[src/rtl/bbc_pkg.sv]
// ----------------------------------------------------------------------------
// bbc_pkg: shared types and constants for the block buffer cache
// Function codes, status codes, cell interface structs.
// ----------------------------------------------------------------------------
package bbc_pkg;

  localparam int NUM_BUFFERS_DEF = 32;
  localparam int SLOT_W          = 5;
  localparam int DEV_W           = 8;
  localparam int BLK_W           = 32;
  localparam int CNT_W           = 8;
  localparam int STAMP_W         = 32;

  typedef enum logic [1:0] {
    FUNC_GET     = 2'd0,
    FUNC_RELEASE = 2'd1,
    FUNC_PIN     = 2'd2,
    FUNC_UNPIN   = 2'd3
  } func_t;

  typedef enum logic [1:0] {
    ST_OK        = 2'd0,
    ST_NO_FREE   = 2'd1,
    ST_UNDERFLOW = 2'd2,
    ST_RSVD      = 2'd3
  } status_t;

  typedef enum logic [1:0] {
    S_IDLE,
    S_SCAN,
    S_APPLY,
    S_OUT
  } state_t;

  // Search token passed cell to cell: first tag match and oldest free entry.
  typedef struct packed {
    logic               hit;
    logic [6:0]         hit_idx;
    logic               hit_valid;
    logic               free;
    logic [6:0]         free_idx;
    logic [STAMP_W-1:0] free_stamp;
  } scan_t;

  // Update command broadcast to the cells.
  typedef struct packed {
    logic               en;
    logic [6:0]         idx;
    logic               retag;
    logic               inc;
    logic               dec;
    logic               set_one;
    logic               stamp_en;
  } upd_t;

endpackage

[src/rtl/bbc_cell.sv]
// ----------------------------------------------------------------------------
// bbc_cell: one cache entry
// Holds tag, count, valid and stamp; folds itself into the scan token and
// registers it for the next cell.
// ----------------------------------------------------------------------------
module bbc_cell #(
  parameter int IDX = 0
) (
  input  logic                         clk,
  input  logic                         rst,
  input  logic [bbc_pkg::DEV_W-1:0]    dev,
  input  logic [bbc_pkg::BLK_W-1:0]    block_number,
  input  logic [bbc_pkg::STAMP_W-1:0]  now,
  input  bbc_pkg::scan_t               scan_in,
  output bbc_pkg::scan_t               scan_out,
  input  bbc_pkg::upd_t                upd,
  output logic [bbc_pkg::CNT_W-1:0]    count
);

  logic [bbc_pkg::DEV_W-1:0]   tag_dev;
  logic [bbc_pkg::BLK_W-1:0]   tag_blk;
  logic                        dvalid;
  logic [bbc_pkg::STAMP_W-1:0] stamp;
  logic                        match;
  logic                        sel;
  bbc_pkg::scan_t              scan_next;

  assign match = (tag_dev == dev) && (tag_blk == block_number);
  assign sel   = upd.en && (upd.idx == 7'(IDX));

  always_comb begin
    scan_next = scan_in;
    if (!scan_in.hit && match) begin
      scan_next.hit       = 1'b1;
      scan_next.hit_idx   = 7'(IDX);
      scan_next.hit_valid = dvalid;
    end
    if (count == '0 && (!scan_in.free || stamp < scan_in.free_stamp)) begin
      scan_next.free       = 1'b1;
      scan_next.free_idx   = 7'(IDX);
      scan_next.free_stamp = stamp;
    end
  end

  always_ff @(posedge clk) begin
    if (rst) begin
      scan_out <= '0;
    end else begin
      scan_out <= scan_next;
    end
  end

  always_ff @(posedge clk) begin
    if (rst) begin
      tag_dev <= '0;
      tag_blk <= '0;
      dvalid  <= 1'b0;
      stamp   <= '0;
      count   <= '0;
    end else if (sel) begin
      if (upd.retag) begin
        tag_dev <= dev;
        tag_blk <= block_number;
        dvalid  <= 1'b1;
      end
      if (upd.set_one) begin
        count <= 8'd1;
      end else if (upd.inc && count != 8'hFF) begin
        count <= count + 8'd1;
      end else if (upd.dec) begin
        count <= count - 8'd1;
      end
      if (upd.stamp_en) begin
        stamp <= now;
      end
    end
  end

endmodule

[config.mk]
export PLATFORM = sky130hd
export DESIGN_NAME = bbc_cell
export DESIGN_NICKNAME = d
export VERILOG_FILES = /design/src/rtl/bbc_pkg.sv /design/src/rtl/bbc_cell.sv
export SDC_FILE = /design/constraint.sdc
export NUM_CORES = 1
export LEC_CHECK = 0
export BUFFER_PORTS_ARGS = -buffer_cell sky130_fd_sc_hd__buf_2
export CORE_MARGIN = 2
export CORE_UTILIZATION = 50
export CTS_CLUSTER_DIAMETER = 150
export DETAILED_ROUTE_END_ITERATION = 7
export PLACE_DENSITY_LB_ADDON = 0.08
export SKIP_LAST_GASP = 1
export SLEW_MARGIN = 20
export SYNTH_ARGS = -nofsm -noshare
export SYNTH_HDL_FRONTEND = slang
export SYNTH_SLANG_ARGS = --single-unit
[constraint.sdc]
create_clock -name clk -period 3.7 [get_ports clk]
set_clock_uncertainty 0.2 [all_clocks]
set_input_delay 0.185 -clock clk [delete_from_list [all_inputs] [get_ports clk]]
set_output_delay 0.185 -clock clk [all_outputs]
set_load 0.01 [all_outputs]
==> results of run 1 <==
critical path, cell delays in order:
cell and delay [ns]:
dlygate4sd3_1 0.52, buf_2 0.11, inv_1 0.04, ha_1 0.29, nand3_1 0.11, or4_1 0.54
nand3b_1 0.22, a311oi_4 0.21, buf_4 0.54, nor2_1 0.24, nor3b_1 0.26
worst paths after layout:
path / to / startpoint / depth (start not counted)
setup / recovery: scan_out[37]$_SDFF_PP0_ / scan_in[30] / 11
hold / removal: count[4]$_SDFFE_PP0P_ / upd[2] / 4
setup reg to reg: scan_out[37]$_SDFF_PP0_ / stamp[30]$_SDFFE_PP0P_ / 8
hold reg to reg: tag_dev[7]$_SDFFE_PP0P_ / tag_dev[7]$_SDFFE_PP0P_ / 2
Yosys cell counts, types with 2 or more instances:
| cell | n |
|---|---|
| nor2b_1 | 2 |
| nor4_1 | 15 |
| or3b_2 | 5 |
| dfxtp_1 | 130 |
| and4_1 | 2 |
| xor2_1 | 40 |
| a21oi_2 | 2 |
| or3_1 | 2 |
| o211ai_1 | 2 |
| nand3_1 | 4 |
| or4_1 | 2 |
| o21ai_1 | 31 |
| clkbuf_2 | 2 |
| inv_1 | 37 |
| buf_6 | 3 |
| nand4_1 | 5 |
| buf_2 | 7 |
| a2111oi_0 | 2 |
| and2_1 | 10 |
| o21a_1 | 3 |
| or4b_1 | 2 |
| nor2_1 | 19 |
| clkbuf_1 | 32 |
| a21oi_1 | 122 |
| nand3b_1 | 3 |
| o21ai_0 | 10 |
| nor3_1 | 6 |
| nor4b_1 | 2 |
| ha_1 | 37 |
| or3b_1 | 27 |
| nor3b_1 | 7 |
| nand2_1 | 159 |
| xnor2_1 | 2 |
per-layer routing:
layer | GRT usage | share of wire | vias up
met4 | 0.131 | 0.031 | 0
met2 | 0.487 | 0.51 | 225
li1 | - | - | 3155
met1 | 0.305 | 0.40 | 2967
met5 | 0 | 0 | -
met3 | 0.0643 | 0.056 | 50
flip-flops by register name (all words and copies together), names as in the netlist:
signal    flops
scan_out     49
stamp        32
tag_blk      32
count         8
tag_dev       8
dvalid        1
kinds of logic (layout without fill, tap and decap cells):
group / Yosys count / in the layout
multiplexers: 1 / 1
AND/OR/NAND/NOR: 276 / 276
adder cells (fa/ha/maj): 38 / 38
AO/OA/AOI/OAI: 183 / 183
buffers and inverters: 83 / 390
XOR/XNOR: 42 / 42
flip-flops: 130 / 130
per-stage QoR:
| step | setup WS (ns) | hold WS, ns |
|---|---|---|
| after CTS | 0.601 | 0.00699 |
| after global routing | 0.361 | 0.0261 |
| after global placement | 0.824 | 0.192 |
| final | 0.534 | 0.0199 |
| after floorplan | 1.03 | 0.102 |
| after detailed placement | 0.750 | 0.189 |
power groups by stage:
stage	sequential [mW]	clock, mW	combinational [mW]
4_1_cts	1.41	1.68	0.301
2_1_floorplan	1.45	0	0.0817
6_report	1.41	1.66	0.309
5_1_grt	1.41	1.74	0.337
3_5_place_dp	1.44	0	0.200
3_3_place_gp	1.44	0	0.194
layout make-up:
cell class              count  area (um^2)
clock inverters             3         40.0
flip-flops and latches    130         2600
clock buffers              29          551
fillers                   863         3020
repair buffers            321         2230
multi-input cells         540         3270
well taps                 168          210
inverters                  37          139
cells in the final DEF (no fill, tap or decap), types with 2 or more instances in the layout:
cell,instances
or3_1,2
xor2_1,40
or4b_1,2
or3b_1,27
o21a_1,3
a2111oi_0,2
buf_4,9
or3b_2,5
nor4_1,15
nor2_1,19
nand4_1,5
nor3b_1,7
o211ai_1,2
nor4b_1,2
inv_1,37
ha_1,37
xnor2_1,2
a21oi_2,2
nor2b_1,2
dfxtp_1,130
buf_2,191
or4_1,2
o21ai_1,31
clkinv_2,2
clkbuf_1,4
a21oi_1,122
dlygate4sd3_1,121
clkbuf_16,17
nor3_1,6
o21ai_0,10
clkbuf_8,8
and2_1,10
nand3b_1,3
and4_1,2
nand3_1,4
nand2_1,158
repair_timing:
action / CTS / global route
setup endpoints to repair: 0 / 0
hold buffers: 121 / 0
hold endpoints to repair: 121 / 0
==> impl_metrics.csv, run 1 <==
group,metric,value,unit
pwr,clkPwrFrac,0.490,
final_layout,post-route-util,0.750,
pwr,irDropWorstVdd,0.000282,V
global_route,grt-ovfl-total,0,
timing,period_needed,3.17,ns
clock_network,tritoncts,"yes",
timing,tightest_slew,0.854,ns
final_layout,stdcell_area,9050,um^2
synthesis,postSynthAreaPerCell,8.24,um^2
final_layout,final_cells,1228,
run_status,outcome,"completed",
critical_path,arrival,3.29,ns
placed_design,numPortBuffers,192,
pwr,power.switching,0.726,mW
synthesis,synthCells,753,
synthesis,syn_area,6210,um^2
synthesis,yosys.area_share.adder,0.0778,
floorplanning,die_w,115,um
clock_network,ctsLongestPathBuffers,2,
clock_network,cts_buffers,17,
synthesis,netlist.area_leader.share,0.419,
flow_run,drv_cap,0,
worst_hold_path,min_path_type,"in -> reg",
timing,fmax,0.316,GHz
clock_network,clkTransAtPathRegs,0.05,ns
pwr,finalPower,3.38,mW
timing,slew_violations,0,
global_route,antenna_found_initial,0,
synthesis,ys.flop_type,"dfxtp_1",
synthesis,yosysUniqueCellTypes,52,
floorplanning,rows,40,
synthesis,yosys.area_share.simple,0.224,
pwr,p_sw_frac,0.215,
global_route,grt_max_degree,79,
timing,max_slew_margin,0.430,
global_route,gr-usage-all-layers,0.273,
routing,via_per_inst,5.21,
clock_network,clk_latency,0.43,ns
final_layout,diodes,0,
routing,wl,18.1,mm
synthesis,syn_nets,927,
synthesis,seq_area_frac_synth,0.419,
clock_network,clock_sink_count,130,
synthesis,synth_edf_count,0,
placed_design,place_congestion,0.844,
clock_network,clockRootBuffer,"clkbuf_16",
synthesis,synth_seq_cells,130,
final_layout,nets,1221,
placed_design,dp_cells,1075,
pwr,p_leak,4.01,nW
routing,drt_iter0_drc,439,
synthesis,synth_compound_area_frac,0.162,
routing,route.antenna.remaining_nets,0,
placed_design,placed_cell_area,7240,um^2
synthesis,synth_xor_area_frac,0.0593,
timing,finalSetupViolCount,0,
global_route,grt_pass1_wl,28.8,mm
synthesis,yosys_warnings,0,
clock_network,ctsHtreeMaxLevel,4,
synthesis,synth_top_family_by_area,"simple AND/OR/NAND/NOR gates",
pwr,p_seq_frac,0.418,
floorplanning,initial_core_util,0.515,
timing,rsz0062_at_grt,"no",
clock_network,cts_setup_buffers,0,
floorplanning,die_area,13300,um^2
critical_path,r2r_slack,0.64,ns
pwr,combPwrFrac,0.092,
timing,period_share,0.856,
routing,drtPass1Iterations,5,
timing,setup_tns,0,ns
routing,wl_per_cell,14.7,um
floorplanning,die_h,115,um
critical_path,path_max_fanout,65,
synthesis,synthMuxAreaShare,0.00161,
floorplanning,pin_count,193,
synthesis,netlist.top_cell.by_area,"dfxtp_1",
clock_network,cts_resized,0,
floorplanning,core,12100,um^2
synthesis,synth.top_cells.by_area,"dfxtp_1, a21oi_1, nand2_1",
pwr,powerDensity,373,nW/um^2
routing,vias,6397,
routing,remaining_drc_errors,0,
final_layout,area_delta_synth_final,45.7,%
timing,final_hold_viol_count,0,
critical_path,cp-end-kind,"flip-flop",
pwr,p_int,2.65,mW
synthesis,synth_async_sr_flop_share,0,
final_layout,drive_above_1_share,0.227,
global_route,grt_pass1_vias,6383,
placed_design,post-dp-hpwl,10.8,mm
critical_path,start_kind,"input pin",
critical_path,crit_required,3.83,ns
critical_path,critical_path_class,"in -> reg",
No activity file was read; power rests on OpenSTA's default activity.
==> run 2: changes to the inputs <==
--- a/config.mk
+++ b/config.mk
@@ -11,6 +11,7 @@
 export CTS_CLUSTER_DIAMETER = 150
 export DETAILED_ROUTE_END_ITERATION = 7
 export PLACE_DENSITY_LB_ADDON = 0.08
+export REMOVE_ABC_BUFFERS = 1
 export SKIP_LAST_GASP = 1
 export SLEW_MARGIN = 20
 export SYNTH_ARGS = -nofsm -noshare
==> impl_metrics.csv, run 2 (synthesized netlist as in run 1, its figures left out) <==
group,metric,value,unit
final_layout,area_delta_synth_final,44.1,%
global_route,grt_max_degree,80,
floorplanning,die_w,115,um
global_route,grtUsageMet3,0.0643,
global_route,use_met1,0.308,
routing,wl_per_cell,14.6,um
final_layout,top_regs,"scan_out x49, stamp x32, tag_blk x32",
final_layout,final_common_cell,"buf_2",
worst_hold_path,min_delay_worst_endpoint,"count[4]$_SDFFE_PP0P_",
critical_path,critical_path_class,"in -> reg",
placed_design,post-dp-hpwl,11.0,mm
timing,fmax,0.318,GHz
timing,max_slew_margin,0.455,
final_layout,fillers,903,
pwr,p_sw_frac,0.216,
timing,rsz0062_at_grt,"no",
critical_path,start_kind,"input pin",
clock_network,clockRootBuffer,"clkbuf_16",
routing,vias,6327,
pwr,powerDensity,349,nW/um^2
timing,period_needed,3.14,ns
critical_path,arrival,3.25,ns
critical_path,r2r-end,"scan_out[36]$_SDFF_PP0_",
routing,wl,17.9,mm
placed_design,place_congestion,0.845,
clock_network,clk_latency,0.41,ns
final_layout,drive_above_1_share,0.223,
global_route,grt-ovfl-total,0,
timing,setup_tns,0,ns
global_route,antenna_found_initial,0,
clock_network,clkTransAtPathRegs,0.05,ns
final_layout,nets,1223,
global_route,gr-usage-all-layers,0.271,
floorplanning,core,12100,um^2
global_route,use_met2,0.480,
timing,final_hold_viol_count,0,
routing,via_per_inst,5.17,
routing,drtPass1Iterations,5,
critical_path,cp-end-kind,"flip-flop",
worst_hold_path,min_path_type,"in -> reg",
placed_design,dpl_worst_slack,0.789,ns
clock_network,ctsHtreeMaxLevel,4,
clock_network,cts_buffers,17,
floorplanning,initial_core_util,0.515,
global_route,grt_pass1_wl,28.5,mm
timing,finalSetupViolCount,0,
final_layout,layout_common_cells,"buf_2, nand2_1, dfxtp_1",
routing,route.antenna.remaining_nets,0,
pwr,irDropWorstVdd,0.000228,V
flow_run,drv_cap,0,
routing,drt_iter0_drc,466,
floorplanning,pin_count,193,
floorplanning,die_area,13300,um^2
timing,worst_slack,0.560,ns
timing,slew_violations,0,
clock_network,cts_resized,0,
global_route,grt_most_used_layer,"met2",
clock_network,ctsLongestPathBuffers,2,
critical_path,path_max_fanout,43,
critical_path,r2r.worst_path.cells,8,
global_route,grt_pass1_vias,6214,
pwr,clkPwrFrac,0.449,
worst_hold_path,hold_depth,4,
clock_network,tritoncts,"yes",
pwr,p_seq_frac,0.453,
timing,tightest_slew,0.818,ns
final_layout,largest-register,"scan_out",
critical_path,crit_required,3.81,ns
final_layout,diodes,0,
pwr,p_leak,3.96,nW
floorplanning,die_h,115,um
clock_network,clock_sink_count,130,
final_layout,largest_register_ffs,49,
placed_design,numPortBuffers,192,
pwr,combPwrFrac,0.098,
timing,period_share,0.849,
timing,hold_slack,0.0461,ns
critical_path,r2r_start,"stamp[29]$_SDFFE_PP0P_",
floorplanning,rows,40,
pwr,p_int,2.45,mW
worst_hold_path,hold_start,"upd[2]",
run_status,outcome,"completed",
routing,remaining_drc_errors,0,
critical_path,r2r_slack,0.74,ns
pwr,power.switching,0.673,mW
## run 2: changes by cell type in the layout (fill, tap and decap cells not counted)
cell | previous run | this run
nand2_1 | 158 | 159
clkbuf_8 | 8 | 2
buf_4 | 9 | 11
nand2_2 | 1 | 0
bufinv_16 | 1 | 0
## run 2: cell type report
cell class / instances / area, um^2 / area share
well taps: 168 / 210 / 0.0235
multi-input cells: 540 / 3270 / 0.365
repair buffers: 323 / 2250 / 0.251
clock inverters: 2 / 10.0 / 0.00112
flip-flops and latches: 130 / 2600 / 0.291
clock buffers: 23 / 468 / 0.0523
inverters: 37 / 139 / 0.0155
## run 2: how the worst max path moves through the flow
stage / depth (start not counted) / from / endpoint
finish: 11 / scan_in[29] / scan_out[36]$_SDFF_PP0_
global route: 11 / scan_in[29] / scan_out[37]$_SDFF_PP0_
detailed placement: 8 / stamp[29]$_SDFFE_PP0P_ / scan_out[36]$_SDFF_PP0_
global placement: 10 / scan_in[30] / scan_out[35]$_SDFF_PP0_
CTS: 11 / scan_in[29] / scan_out[36]$_SDFF_PP0_
floorplan: 6 / stamp[30]$_SDFFE_PP0P_ / scan_out[32]$_SDFF_PP0_
## run 2: timing repair
item,CTS,global route
endpoints found under the hold margin,121,0
setup buffers,0,0
setup endpoints to repair,0,0
hold buffers,121,0
## run 2: per-layer routing
metal | wire length [um] | vias to the layer above
li1 | - | 3152
met1 | 7450 | 2939
met2 | 9010 | 193
met3 | 952 | 43
met4 | 495 | 0
met5 | 0 | -
## run 2: power groups by stage
| stage | Combinational [mW] | Sequential (mW) | Clock (mW) |
|---|---|---|---|
| global route | 0.334 | 1.41 | 1.49 |
| CTS | 0.299 | 1.41 | 1.42 |
| floorplan | 0.0617 | 1.45 | 0 |
| detailed placement | 0.197 | 1.44 | 0 |
| global placement | 0.193 | 1.44 | 0 |
| finish | 0.307 | 1.41 | 1.40 |
## run 2: critical path, cell delays in order
cell	delay [ns]
dlygate4sd3_1	0.57
buf_2	0.13
inv_1	0.04
ha_1	0.30
nand3_1	0.11
or4_1	0.56
nand3b_1	0.23
a311oi_4	0.23
buf_4	0.41
nor2_1	0.21
nor3b_1	0.26
## run 2: stage by stage
step | area [um^2] | power, mW | utilization | instances
after global routing | 8950 | 3.24 | 0.742 | 1223
after CTS | 8950 | 3.14 | 0.742 | 1223
after detailed placement | 7260 | 1.64 | 0.602 | 1077
final | 8950 | 3.12 | 0.742 | 1223
after global placement | 7260 | 1.63 | 0.602 | 1077
after floorplan | 6000 | 1.51 | - | 707
==> run 3: changes to the inputs <==
--- a/config.mk
+++ b/config.mk
@@ -5,6 +5,7 @@
 export SDC_FILE = /design/constraint.sdc
 export NUM_CORES = 1
 export LEC_CHECK = 0
+export ABC_AREA = 1
 export BUFFER_PORTS_ARGS = -buffer_cell sky130_fd_sc_hd__buf_2
 export CORE_MARGIN = 2
 export CORE_UTILIZATION = 50
==> constraint.sdc (replaced) <==
create_clock -name clk -period 3.2 [get_ports clk]
set_clock_uncertainty 0.2 [all_clocks]
set_input_delay 0.16 -clock clk [delete_from_list [all_inputs] [get_ports clk]]
set_output_delay 0.16 -clock clk [all_outputs]
set_load 0.01 [all_outputs]
==> impl_metrics.csv, run 3 <==
group,metric,value,unit
critical_path,cpMaxStageDelayCell,"dlygate4sd3_1",
synthesis,yosys_warnings,0,
critical_path,crit_chain,"inv_1, nor4_2, nand2_1, nand2_4, ha_1, a21oi_1, nand2_1, nand2_1, nand2_1, a21oi_2, xnor2_1, a22oi_1, nor2_1, dlygate4sd3_1",
global_route,antenna_found_initial,0,
final_layout,area_delta_synth_final,46.2,%
floorplanning,die_w,116,um
clock_network,clkTransAtPathRegs,0.05,ns
placed_design,placed_cell_area,7370,um^2
clock_network,clockRootBuffer,"clkbuf_16",
pwr,irDropWorstVdd,0.000374,V
final_layout,fillers,931,
critical_path,path_max_fanout,9,
clock_network,tritoncts,"yes",
flow_run,drv_cap,0,
routing,wl,17.4,mm
routing,remaining_drc_errors,0,
floorplanning,core,12100,um^2
floorplanning,initial_core_util,0.518,
floorplanning,die_area,13500,um^2
routing,via_per_inst,4.83,
synthesis,yosysMostFrequentCell,"nor2_1",
placed_design,post-dp-hpwl,9.92,mm
clock_network,ctsLongestPathBuffers,2,
placed_design,numPortBuffers,192,
critical_path,cp-end-kind,"flip-flop",
routing,drtPass1Iterations,5,
clock_network,cts_setup_buffers,0,
clock_network,cts_buffers,17,
critical_path,critical_path_class,"reg -> reg",
routing,drt_iter0_drc,405,
floorplanning,die_h,116,um
critical_path,crit_top_cell,"nand2_1",
global_route,grt_pass1_vias,6209,
final_layout,stdcell_area,9180,um^2
synthesis,synth_edf_count,0,
final_layout,final_common_cell,"buf_2",
synthesis,netlist.top_cell.by_area,"dfxtp_1",
floorplanning,pin_count,193,
final_layout,diodes,0,
final_layout,drive_above_1_share,0.212,
final_layout,post-route-util,0.758,
critical_path,slowest_delay,0.55,ns
pwr,powerDensity,413,nW/um^2
synthesis,postSynthAreaPerCell,7.31,um^2
global_route,grt-ovfl-total,0,
critical_path,start_kind,"flip-flop",
routing,vias,6498,
synthesis,yosysUniqueCellTypes,31,
timing,period_needed,2.94,ns
synthesis,syn_area,6280,um^2
synthesis,synthCells,859,
floorplanning,rows,40,
clock_network,ctsHtreeMaxLevel,4,
timing,rsz0062_at_grt,"no",
synthesis,synth_async_sr_flop_share,0,
final_layout,largest_register_ffs,49,
timing,slew_violations,0,
placed_design,dp_cells,1188,
timing,finalSetupViolCount,0,
placed_design,dpl_worst_slack,0.565,ns
pwr,p_leak,4.61,nW
worst_hold_path,min_path_type,"in -> reg",
timing,final_hold_viol_count,0,
timing,hold_slack,0.0601,ns
final_layout,final_cells,1344,
routing,route.antenna.remaining_nets,0,
global_route,grt_max_degree,67,
timing,period_share,0.917,
synthesis,ys.flop_type,"dfxtp_1",
synthesis,netlist.area_leader.share,0.415,
timing,max_slew_margin,0.595,
final_layout,nets,1339,
synthesis,synth.top_cells.by_area,"dfxtp_1, nor2_1, a21oi_1",
run_status,outcome,"completed",
routing,wl_per_cell,12.9,um
synthesis,synth_common_cells,"nor2_1, dfxtp_1, nand2_1",
final_layout,top_regs,"scan_out x49, stamp x32, tag_blk x32",
global_route,gr-usage-all-layers,0.263,
synthesis,seq_area_frac_synth,0.415,
timing,worst_slack,0.265,ns
clock_network,clock_sink_count,130,
global_route,grt_pass1_wl,27.9,mm
final_layout,layout_common_cells,"buf_2, nor2_1, dfxtp_1",
clock_network,clk_latency,0.42,ns
timing,fmax,0.341,GHz
critical_path,arrival,3.04,ns
critical_path,crit_required,3.30,ns
timing,tightest_slew,0.608,ns
placed_design,place_congestion,0.817,
synthesis,synth_seq_cells,130,
final_layout,largest-register,"scan_out",
[run 3: cell types whose count changed after synthesis, sizes merged, moves of 8 or more]
cell and change:
and2 -10, nand2 -47, inv +71, a21oi -24
nor2 +119, clkbuf -14, xor2 -26, xnor2 +18
nor4 -14, nand3 +39, or3b -32, buf +8
o21ai +40
[run 3: metal layers]
metal	global-route usage	routed length, um	vias up
met1	0.307	7460	2906
met3	0.0591	937	31
met5	0	0	-
met4	0.113	388	0
met2	0.463	8590	196
li1	-	-	3365
[run 3: final cells by class]
type	instances	area, um^2	area share
multi-input combinational	580	3100	0.338
sequential	130	2600	0.284
timing repair buffer	327	2330	0.254
clock buffer	23	468	0.0510
inverter	109	409	0.0446
tap	168	210	0.0229
clock inverter	7	60.1	0.00654
[run 3: power by group]
group	internal [mW]	leakage [nW]	total [mW]	switching, mW
combinational	0.223	3.29	0.393	0.170
sequential	1.63	1.05	1.64	0.00402
clock	1.09	0.266	1.76	0.674
[run 3: worst max-delay path, delay by kind of cell (launching register included)]
family          cells  cell delay [ns]
fa+ha+maj           1             0.29
simple gates        7             0.77
xor+xnor            1             0.08
compound gates      3             0.43
buf+inv             2             0.64
flops               1             0.39
[run 3: repair_timing]
action                                 in CTS  in global routing
gates resized for setup                     0                  5
endpoints found under the hold margin     130                  0
hold buffers                              126                  0
setup endpoints to repair                   0                  1
[run 3: path summary, 6_finish.rpt]
check / from / end / slack [ns] / cells after the start
worst max-delay path: count[5]$_SDFFE_PP0P_ / count[5]$_SDFFE_PP0P_ / 0.26 / 14
worst min register to register: stamp[18]$_SDFFE_PP0P_ / stamp[18]$_SDFFE_PP0P_ / 0.27 / 2
worst min-delay path: upd[2] / count[7]$_SDFFE_PP0P_ / 0.06 / 6
worst max register to register: count[5]$_SDFFE_PP0P_ / count[5]$_SDFFE_PP0P_ / 0.26 / 14
[run 3: kinds of logic (layout without fill, tap and decap cells)]
group | after synthesis | in the layout | synth area share
xor gates and xnor gates | 34 | 34 | 0.0474
buffers and inverters | 149 | 466 | 0.0963
adders and majority gates | 38 | 38 | 0.0769
and+or+nand+nor | 322 | 322 | 0.215
AOI/OAI and AO/OA | 186 | 186 | 0.150
DFF | 130 | 130 | 0.415
[run 3: per-stage QoR]
step / power, mW / TNS (ns)
2_1_floorplan: 1.80 / -104.23
3_3_place_gp: 1.93 / 0
3_5_place_dp: 1.93 / 0
4_1_cts: 3.80 / 0
5_1_grt: 3.95 / 0
6_report: 3.79 / 0
